## src/hw/rtl/i2c_eeprom_master_macros.svh

```systemverilog
// Assertion macros for the I2C EEPROM master.
`ifndef I2C_EEPROM_MASTER_MACROS_SVH
`define I2C_EEPROM_MASTER_MACROS_SVH

`ifndef SYNTHESIS

`define I2C_EM_ASSERT(lbl, ck, rstn, prop) \
  lbl: assert property (@(posedge ck) disable iff (!rstn) prop) \
    else $error("i2c_em assertion failed");

`define I2C_EM_NEVER(lbl, ck, rstn, cond) \
  lbl: assert property (@(posedge ck) disable iff (!rstn) !(cond)) \
    else $error("i2c_em forbidden condition");

`else

`define I2C_EM_ASSERT(lbl, ck, rstn, prop)

`define I2C_EM_NEVER(lbl, ck, rstn, cond)

`endif

`endif

```

## src/hw/rtl/i2c_em_pkg.sv

```systemverilog
// Shared types and constants of the I2C EEPROM master.
package i2c_em_pkg;

  localparam int unsigned PhaseW = 5;

  localparam logic [PhaseW-1:0] PH_IDLE     = 5'd0;
  localparam logic [PhaseW-1:0] PH_START1   = 5'd1;
  localparam logic [PhaseW-1:0] PH_START2   = 5'd2;
  localparam logic [PhaseW-1:0] PH_START3   = 5'd3;
  localparam logic [PhaseW-1:0] PH_TX_LOW   = 5'd4;
  localparam logic [PhaseW-1:0] PH_TX_HIGH  = 5'd5;
  localparam logic [PhaseW-1:0] PH_ACK_LOW  = 5'd6;
  localparam logic [PhaseW-1:0] PH_ACK_HIGH = 5'd7;
  localparam logic [PhaseW-1:0] PH_RSTART   = 5'd8;
  localparam logic [PhaseW-1:0] PH_RX_LOW   = 5'd9;
  localparam logic [PhaseW-1:0] PH_RX_HIGH  = 5'd10;
  localparam logic [PhaseW-1:0] PH_NAK_LOW  = 5'd11;
  localparam logic [PhaseW-1:0] PH_NAK_HIGH = 5'd12;
  localparam logic [PhaseW-1:0] PH_STOP1    = 5'd13;
  localparam logic [PhaseW-1:0] PH_STOP2    = 5'd14;
  localparam logic [PhaseW-1:0] PH_STOP3    = 5'd15;
  localparam logic [PhaseW-1:0] PH_WAIT     = 5'd16;

  localparam logic [1:0] CMD_NONE  = 2'd0;
  localparam logic [1:0] CMD_WRITE = 2'd1;
  localparam logic [1:0] CMD_READ  = 2'd2;

  localparam logic [1:0] BYTE_DEV  = 2'd0;
  localparam logic [1:0] BYTE_ADDR = 2'd1;
  localparam logic [1:0] BYTE_DATA = 2'd2;
  localparam logic [1:0] BYTE_RX   = 2'd3;

  localparam logic [3:0] DEV_TYPE_ID = 4'b1010;
  localparam logic [3:0] BITS_PER_BYTE = 4'd8;

  localparam int unsigned CfgAddrW = 3;
  localparam logic [CfgAddrW-1:0] REG_WR_RECOVERY = 3'd0;
  localparam logic [15:0] WR_RECOVERY_RESET = 16'd4000;

  typedef struct packed {
    logic [PhaseW-1:0] phase;
    logic [3:0]        bit_cnt;
    logic [7:0]        shift;
    logic [1:0]        byte_idx;
    logic [15:0]       wait_cnt;
    logic              is_read;
    logic [2:0]        chip;
    logic [7:0]        addr;
    logic [7:0]        data;
    logic [7:0]        read_res;
    logic              nack;
  } state_t;

  typedef struct packed {
    logic       scl;
    logic       sda;
    logic       busy;
    logic       done;
    logic [7:0] read_byte;
    logic       nack;
  } result_t;

endpackage

```

## src/hw/rtl/i2c_eeprom_master.sv

```systemverilog
// Each accepted word is held in the input register, then moves to the result register, where its result is valid.
// Throughput: one input word and one result word per cycle while out_stall is low; the bus sequencer state
// updates in the same cycle its word moves from the input register to the result register.
// Reset (rst_n low, synchronous): sequencer idle, both registers empty,
// write recovery count back to 4000 ticks.
`include "i2c_eeprom_master_macros.svh"

module i2c_eeprom_master (
  input  logic                            clk,
  input  logic                            rst_n,
  input  logic                            in_valid,
  output logic                            in_stall,
  input  logic [1:0]                      in_command,
  input  logic [2:0]                      in_chip_select,
  input  logic [7:0]                      in_mem_address,
  input  logic [7:0]                      in_write_data,
  input  logic                            in_sda_in,
  output logic                            out_valid,
  input  logic                            out_stall,
  output logic                            out_scl_level,
  output logic                            out_sda_level,
  output logic                            out_busy_res,
  output logic                            out_done_res,
  output logic [7:0]                      out_read_byte,
  output logic                            out_nack_seen,
  input  logic                            cfg_psel,
  input  logic                            cfg_penable,
  input  logic                            cfg_pwrite,
  input  logic [i2c_em_pkg::CfgAddrW-1:0] cfg_paddr,
  input  logic [31:0]                     cfg_pwdata,
  output logic [31:0]                     cfg_prdata,
  output logic                            cfg_pready
);

  logic                in_vld_r;
  logic [1:0]          cmd_r;
  logic [2:0]          chip_r;
  logic [7:0]          addr_r;
  logic [7:0]          data_r;
  logic                sda_r;
  logic                out_vld_r;
  i2c_em_pkg::result_t res_r;
  i2c_em_pkg::state_t  state_r;
  i2c_em_pkg::state_t  state_nxt;
  i2c_em_pkg::result_t res_nxt;
  logic [15:0]         wr_recovery;
  logic                advance;
  logic                in_take;

  i2c_em_cfg u_cfg (
    .clk         (clk),
    .rst_n       (rst_n),
    .cfg_psel    (cfg_psel),
    .cfg_penable (cfg_penable),
    .cfg_pwrite  (cfg_pwrite),
    .cfg_paddr   (cfg_paddr),
    .cfg_pwdata  (cfg_pwdata),
    .cfg_prdata  (cfg_prdata),
    .cfg_pready  (cfg_pready),
    .wr_recovery (wr_recovery)
  );

  i2c_em_step u_step (
    .cur         (state_r),
    .command     (cmd_r),
    .chip_select (chip_r),
    .mem_address (addr_r),
    .write_data  (data_r),
    .sda_in      (sda_r),
    .wr_recovery (wr_recovery),
    .nxt         (state_nxt),
    .res         (res_nxt)
  );

  // word moves to the result register when that register is free or being drained
  assign advance  = in_vld_r && (!out_vld_r || !out_stall);
  assign in_stall = in_vld_r && !advance;
  assign in_take  = in_valid && !in_stall;

  always_ff @(posedge clk) begin
    if (!rst_n) begin
      in_vld_r  <= 1'b0;
      out_vld_r <= 1'b0;
      state_r   <= '0;
    end else begin
      if (in_take) begin
        in_vld_r <= 1'b1;
      end else if (advance) begin
        in_vld_r <= 1'b0;
      end
      if (advance) begin
        out_vld_r <= 1'b1;
        state_r   <= state_nxt;
      end else if (!out_stall) begin
        out_vld_r <= 1'b0;
      end
    end
  end

  always_ff @(posedge clk) begin
    if (in_take) begin
      cmd_r  <= in_command;
      chip_r <= in_chip_select;
      addr_r <= in_mem_address;
      data_r <= in_write_data;
      sda_r  <= in_sda_in;
    end
    if (advance) begin
      res_r <= res_nxt;
    end
  end

  assign out_valid     = out_vld_r;
  assign out_scl_level = res_r.scl;
  assign out_sda_level = res_r.sda;
  assign out_busy_res  = res_r.busy;
  assign out_done_res  = res_r.done;
  assign out_read_byte = res_r.read_byte;
  assign out_nack_seen = res_r.nack;

  `I2C_EM_ASSERT(a_done_is_busy, clk, rst_n, out_valid && out_done_res |-> out_busy_res)
  `I2C_EM_ASSERT(a_done_to_idle, clk, rst_n,
    advance && res_nxt.done |=> state_r.phase == i2c_em_pkg::PH_IDLE)
  `I2C_EM_ASSERT(a_state_holds, clk, rst_n, !advance |=> $stable(state_r))
  `I2C_EM_NEVER(a_phase_range, clk, rst_n, state_r.phase > i2c_em_pkg::PH_WAIT)

endmodule

```

## src/hw/rtl/i2c_em_cfg.sv

```systemverilog
// APB register file holding the write recovery tick count.
module i2c_em_cfg (
  input  logic                           clk,
  input  logic                           rst_n,
  input  logic                           cfg_psel,
  input  logic                           cfg_penable,
  input  logic                           cfg_pwrite,
  input  logic [i2c_em_pkg::CfgAddrW-1:0] cfg_paddr,
  input  logic [31:0]                    cfg_pwdata,
  output logic [31:0]                    cfg_prdata,
  output logic                           cfg_pready,
  output logic [15:0]                    wr_recovery
);

  logic [15:0] wr_recovery_r;
  logic [15:0] wr_recovery_nxt;
  logic        wr_en;

  assign cfg_pready = 1'b1;
  assign wr_en = cfg_psel && cfg_penable && cfg_pwrite;

  always_comb begin
    wr_recovery_nxt = wr_recovery_r;
    if (wr_en && cfg_paddr == i2c_em_pkg::REG_WR_RECOVERY) begin
      wr_recovery_nxt = cfg_pwdata[15:0];
    end
  end

  always_ff @(posedge clk) begin
    if (!rst_n) begin
      wr_recovery_r <= i2c_em_pkg::WR_RECOVERY_RESET;
    end else begin
      wr_recovery_r <= wr_recovery_nxt;
    end
  end

  always_comb begin
    unique case (cfg_paddr)
      i2c_em_pkg::REG_WR_RECOVERY: cfg_prdata = {16'd0, wr_recovery_r};
      default:                     cfg_prdata = 32'd0;
    endcase
  end

  assign wr_recovery = wr_recovery_r;

endmodule

```

## src/hw/rtl/i2c_em_step.sv

```systemverilog
// Bus phase sequencer: next state and line levels for one tick.
module i2c_em_step (
  input  i2c_em_pkg::state_t  cur,
  input  logic [1:0]          command,
  input  logic [2:0]          chip_select,
  input  logic [7:0]          mem_address,
  input  logic [7:0]          write_data,
  input  logic                sda_in,
  input  logic [15:0]         wr_recovery,
  output i2c_em_pkg::state_t  nxt,
  output i2c_em_pkg::result_t res
);

  i2c_em_pkg::state_t s;
  logic scl_o;
  logic sda_o;
  logic busy;
  logic done;
  logic [3:0] bc_inc;
  logic [15:0] wait_dec;

  always_comb begin
    s = cur;
    scl_o = 1'b1;
    sda_o = 1'b1;
    busy  = 1'b1;
    done  = 1'b0;

    if (s.phase > i2c_em_pkg::PH_WAIT) begin
      s.phase = i2c_em_pkg::PH_IDLE;
    end

    if (s.phase == i2c_em_pkg::PH_IDLE &&
        (command == i2c_em_pkg::CMD_WRITE || command == i2c_em_pkg::CMD_READ)) begin
      s.is_read  = (command == i2c_em_pkg::CMD_READ);
      s.chip     = chip_select;
      s.addr     = mem_address;
      s.data     = write_data;
      s.nack     = 1'b0;
      s.byte_idx = i2c_em_pkg::BYTE_DEV;
      s.bit_cnt  = 4'd0;
      s.phase    = i2c_em_pkg::PH_START1;
    end

    bc_inc   = s.bit_cnt + 4'd1;
    wait_dec = s.wait_cnt - 16'd1;

    unique case (s.phase)
      i2c_em_pkg::PH_START1: begin
        s.phase = i2c_em_pkg::PH_START2;
      end
      i2c_em_pkg::PH_START2: begin
        sda_o = 1'b0;
        s.phase = i2c_em_pkg::PH_START3;
      end
      i2c_em_pkg::PH_START3: begin
        scl_o = 1'b0;
        sda_o = 1'b0;
        // device byte; R/W bit set on the repeated start of a read
        s.shift   = {i2c_em_pkg::DEV_TYPE_ID, s.chip,
                     s.byte_idx == i2c_em_pkg::BYTE_DATA};
        s.bit_cnt = 4'd0;
        s.phase   = i2c_em_pkg::PH_TX_LOW;
      end
      i2c_em_pkg::PH_TX_LOW: begin
        scl_o = 1'b0;
        sda_o = s.shift[7];
        s.phase = i2c_em_pkg::PH_TX_HIGH;
      end
      i2c_em_pkg::PH_TX_HIGH: begin
        sda_o = s.shift[7];
        s.shift = {s.shift[6:0], 1'b0};
        s.bit_cnt = bc_inc;
        s.phase = (bc_inc >= i2c_em_pkg::BITS_PER_BYTE) ? i2c_em_pkg::PH_ACK_LOW
                                                         : i2c_em_pkg::PH_TX_LOW;
      end
      i2c_em_pkg::PH_ACK_LOW: begin
        scl_o = 1'b0;
        s.phase = i2c_em_pkg::PH_ACK_HIGH;
      end
      i2c_em_pkg::PH_ACK_HIGH: begin
        s.nack = s.nack | sda_in;
        if (s.byte_idx == i2c_em_pkg::BYTE_DEV) begin
          s.byte_idx = i2c_em_pkg::BYTE_ADDR;
          s.shift    = s.addr;
          s.bit_cnt  = 4'd0;
          s.phase    = i2c_em_pkg::PH_TX_LOW;
        end else if (s.byte_idx == i2c_em_pkg::BYTE_ADDR) begin
          s.byte_idx = i2c_em_pkg::BYTE_DATA;
          if (s.is_read) begin
            s.phase = i2c_em_pkg::PH_RSTART;
          end else begin
            s.shift   = s.data;
            s.bit_cnt = 4'd0;
            s.phase   = i2c_em_pkg::PH_TX_LOW;
          end
        end else if (s.byte_idx == i2c_em_pkg::BYTE_DATA && s.is_read) begin
          s.byte_idx = i2c_em_pkg::BYTE_RX;
          s.shift    = 8'd0;
          s.bit_cnt  = 4'd0;
          s.phase    = i2c_em_pkg::PH_RX_LOW;
        end else begin
          s.phase = i2c_em_pkg::PH_STOP1;
        end
      end
      i2c_em_pkg::PH_RSTART: begin
        scl_o = 1'b0;
        s.phase = i2c_em_pkg::PH_START1;
      end
      i2c_em_pkg::PH_RX_LOW: begin
        scl_o = 1'b0;
        s.phase = i2c_em_pkg::PH_RX_HIGH;
      end
      i2c_em_pkg::PH_RX_HIGH: begin
        s.shift = {s.shift[6:0], sda_in};
        s.bit_cnt = bc_inc;
        s.phase = (bc_inc >= i2c_em_pkg::BITS_PER_BYTE) ? i2c_em_pkg::PH_NAK_LOW
                                                         : i2c_em_pkg::PH_RX_LOW;
      end
      i2c_em_pkg::PH_NAK_LOW: begin
        scl_o = 1'b0;
        s.phase = i2c_em_pkg::PH_NAK_HIGH;
      end
      i2c_em_pkg::PH_NAK_HIGH: begin
        s.phase = i2c_em_pkg::PH_STOP1;
      end
      i2c_em_pkg::PH_STOP1: begin
        scl_o = 1'b0;
        sda_o = 1'b0;
        s.phase = i2c_em_pkg::PH_STOP2;
      end
      i2c_em_pkg::PH_STOP2: begin
        sda_o = 1'b0;
        s.phase = i2c_em_pkg::PH_STOP3;
      end
      i2c_em_pkg::PH_STOP3: begin
        if (s.is_read) begin
          s.read_res = s.shift;
          done = 1'b1;
          s.phase = i2c_em_pkg::PH_IDLE;
        end else if (wr_recovery == 16'd0) begin
          done = 1'b1;
          s.phase = i2c_em_pkg::PH_IDLE;
        end else begin
          s.wait_cnt = wr_recovery;
          s.phase = i2c_em_pkg::PH_WAIT;
        end
      end
      i2c_em_pkg::PH_WAIT: begin
        if (s.wait_cnt != 16'd0) begin
          s.wait_cnt = wait_dec;
        end
        if (s.wait_cnt == 16'd0) begin
          done = 1'b1;
          s.phase = i2c_em_pkg::PH_IDLE;
        end
      end
      default: begin
        busy = 1'b0;
      end
    endcase

    nxt = s;
    res.scl       = scl_o;
    res.sda       = sda_o;
    res.busy      = busy;
    res.done      = done;
    res.read_byte = s.read_res;
    res.nack      = s.nack;
  end

endmodule
```

## config.mk

```make
export PLATFORM = sky130hd
export DESIGN_NAME = i2c_eeprom_master
export DESIGN_NICKNAME = d
export VERILOG_FILES = /design/src/hw/rtl/i2c_em_pkg.sv /design/src/hw/rtl/i2c_eeprom_master.sv /design/src/hw/rtl/i2c_em_cfg.sv /design/src/hw/rtl/i2c_em_step.sv
export VERILOG_INCLUDE_DIRS = /design/src /design/src/hw/rtl
export SDC_FILE = /design/constraint.sdc
export NUM_CORES = 1
export LEC_CHECK = 0
export BUFFER_PORTS_ARGS = -buffer_cell sky130_fd_sc_hd__buf_2
export CAP_MARGIN = 20
export CORE_MARGIN = 1
export CORE_UTILIZATION = 35
export DETAILED_ROUTE_END_ITERATION = 10
export GPL_ROUTABILITY_DRIVEN = 0
export PLACE_DENSITY = 0.62
export SYNTH_ARGS = -nofsm -noshare
export SYNTH_HDL_FRONTEND = slang
export SYNTH_HIERARCHICAL = 1
export SYNTH_SLANG_ARGS = --single-unit
```

## constraint.sdc

```tcl
create_clock -name clk -period 6.2 [get_ports clk]
set_input_delay 0.31 -clock clk [delete_from_list [all_inputs] [get_ports clk]]
set_output_delay 0.31 -clock clk [all_outputs]
set_load 0.02 [all_outputs]
```

==> impl_results.md <==
* Status: complete, no violations
* Postcts setup bufs at 0
* FP Rows at 50
* Leakage at 2.96 nW
* Vias in the first global route at 4871
* YS warnings at 6
* Cts bufs inserted at 17
* Synthesized area at around 7000 um2
* Met2 WL post-DR at 6.61 mm
* Critical Path AT at about 3.7 ns
* First-pass GRT wire length at around 25 mm
* Fin crit period at about 3.4 ns
* Area of the multi-input gates at 3590 um2
* Critical path endpoint category: flop
* Maximum clock path buffer count at 2
* Hold_ws at around 0.066 ns
* Post-synth cell types at slightly below 70
* Cts hold-fix bufs at 0
* Clk root buf: clkbuf_16
* Maximum number of pins on one net before global-route repair at around 110
* Worst-Skew Late Latency at approximately 0.42 ns
* Clock-pin slew on the worst setup and hold paths at around 0.060 ns
* # port buffers at between 70 and 80
* Core area at ~19000 um2
* Avg Vias per Cell at 5.13
* DRT iter0 DRCs at 418
* Antenna Nets Post-Route at 0
* Min-delay worst type: in2reg
* Met3 WL at between 700 and 800 um
* Chip Height at between 100 and 150 um
* Critical path type: reg2reg
* Top_reg_cell synth: dfxtp_1
* Worst Setup Start Kind: flop
* Starting density of the core at 36.2%
* Synth cell count leaders: nand2_1 (206), dfxtp_1 (82), mux2i_1 (76)
* Synthesized flop and latch total at 117
* # fillers at between 1500 and 2000
* Max cap viols at 0
* Die width at approximately 140 um
* Synth async-reset ratio at 0%
* Final Core Density at 40.8%
* Count leader, synth: nand2_1
* Synthesized instance count at 784
* GR Overflow Total at 0
* Initial antenna violation count at 0
* Post-CTS Resized at 0
* Sequential share of the synthesized area at just under 40%
* Detailed-routing wirelength on met1 at around 7.8 mm
* Reg2Reg Setup Slack at ~2.8 ns
* Final Setup Violations at 0
* Final Max Tran Viols at 0
* Post-synth top area share at 23.9%
* First-pass DRT Iterations at 5
* WL/cell at 14.1 um
* TNS Setup at 0 ns
* Ranking of synthesized cells by area: dfxtp_1 (24%), edfxtp_1 (15%), nand2_1 (11%)
* Hold Vio Cnt, Final at 0
* GRT Total Usage at 15.9%
* IO Count at between 100 and 150
* RSZ-0062 raised after global routing: no
* Slew HR at a little over a quarter
* Post-synth EDFFs at 35
* Worst Tran Pin Value at 1.10 ns
* Dominant cell type by area after synthesis: dfxtp_1
* Max VDD drop at 0.181 mV
* Layout area overhead at 12.7%
* DP Wirelength at 10.2 mm
* Req. time, crit path at 6.48 ns
* Tot Pwr at about 2.0 mW
* PD cells at between 200 and 300 nW/um2
* Share of cells above drive strength 1 at a little under a fifth
* # H-tree levels at 4
* CTS tree: built
* CP max FO at 26
* Total vias in the final route at around 5600
* Tcrit/Tclk final at 55.5%
* Syn Area/Cell at between 8 and 9 um2
* Worst Skew at ~0.0064 ns
* DRT Wirelength at 15.4 mm
* Antenna diodes at 0
* Max frequency at roughly 290 MHz
* Remaining DRCs at 0
* Nets@finish at 883
* Clock Sinks at between 100 and 150
* Reg area at approximately 2700 um2
* Die area at between 20000 and 25000 um2
* Top Layer Used: met4
-- state kept, by name, indices dropped and copies added, names as in the netlist --
signal             flops
out_valid              1
state_r               64
out_scl_level          1
addr_r                 8
out_nack_seen          1
u_cfg/wr_recovery     16
in_vld_r               1
chip_r                 3
sda_r                  1
data_r                 8
out_read_byte          8
out_sda_level          1
out_busy_res           1
cmd_r                  2
out_done_res           1
-- cell usage in the layout, fill, tap and decap left out, drive strengths merged, types with 3 or more instances in the layout --
master / instances
nor3: 13
a22oi: 10
clkinv: 6
mux2: 17
mux2i: 76
xnor2: 3
or3: 5
a221o: 11
or2: 3
a21o: 3
clkbuf: 20
buf: 85
bufinv: 3
nor2: 27
dfxtp: 82
o22ai: 4
and2: 19
a211o: 3
nand3: 21
o221a: 3
nand2b: 3
a22o: 6
o211ai: 9
a311o: 3
or4: 5
nor3b: 4
and3: 4
edfxtp: 35
xor2: 4
o21ai: 26
a31oi: 3
conb: 17
a21oi: 23
inv: 15
o31ai: 3
nand2: 206
nor2b: 5
nor4: 15
-- stage by stage --
stage | setup WS (ns) | instance area [um2] | instances
floorplan | 3.72 | 6910 | 799
global placement | 2.86 | 7110 | 1058
detailed placement | 2.78 | 7110 | 1058
CTS | 2.74 | 7730 | 1090
global route | 2.43 | 7730 | 1090
finish | 2.76 | 7730 | 1090
-- final cells by class --
cell class / count / area share [%]
Inverter: 14 / 0.680
Timing Repair Buffer: 85 / 5.76
Clock buffer: 20 / 6.05
Clock inverter: 12 / 1.94
Sequential cell: 117 / 34.8
Multi-Input combinational cell: 582 / 46.5
Tap cell: 260 / 4.21
-- cell families (layout without fill, tap and decap cells) --
group           Yosys count  in the layout  synth area share, %
other cells               2             17                0.110
compound gates          125            125                 13.4
simple gates            338            338                 22.8
flops                   117            117                 39.3
fa+ha+maj                 2              2                0.365
mux                      93             93                 13.9
xor+xnor                  7              7                0.894
buf+inv                 100            131                 9.29
-- per-layer routing --
layer	global-route usage, %	up-vias
met2	23.0	158
met1	22.6	2619
met3	3.84	21
li1	-	2789
met4	6.45	0
met5	0	-
-- worst max-delay path, cell delays in order, from the launching register on --
cell and delay, ns:
dfxtp_1 0.45, nor4_4 0.54, xor2_1 0.22, nand2b_1 0.07
buf_4 0.24, a2111oi_4 0.85, buf_4 0.31, o21ai_0 0.13
a221o_1 0.33, nand2_1 0.07, mux2i_1 0.08
-- final timing paths --
| check | start | to | depth (start not counted) |
|---|---|---|---|
| worst max-delay path | state_r[62] | state_r[29] | 10 |
| worst min register to register | state_r[2] | state_r[2] | 2 |
| worst min-delay path | in_mem_address[5] | addr_r[5] | 1 |
| worst max register to register | state_r[62] | state_r[29] | 10 |
-- where the power goes --
part / total (mW) / internal (mW) / switching, mW
sequential: 0.823 / 0.810 / 0.0127
clock: 1.02 / 0.665 / 0.355
combinational: 0.158 / 0.0565 / 0.101
(Power assumes the default switching activity.)
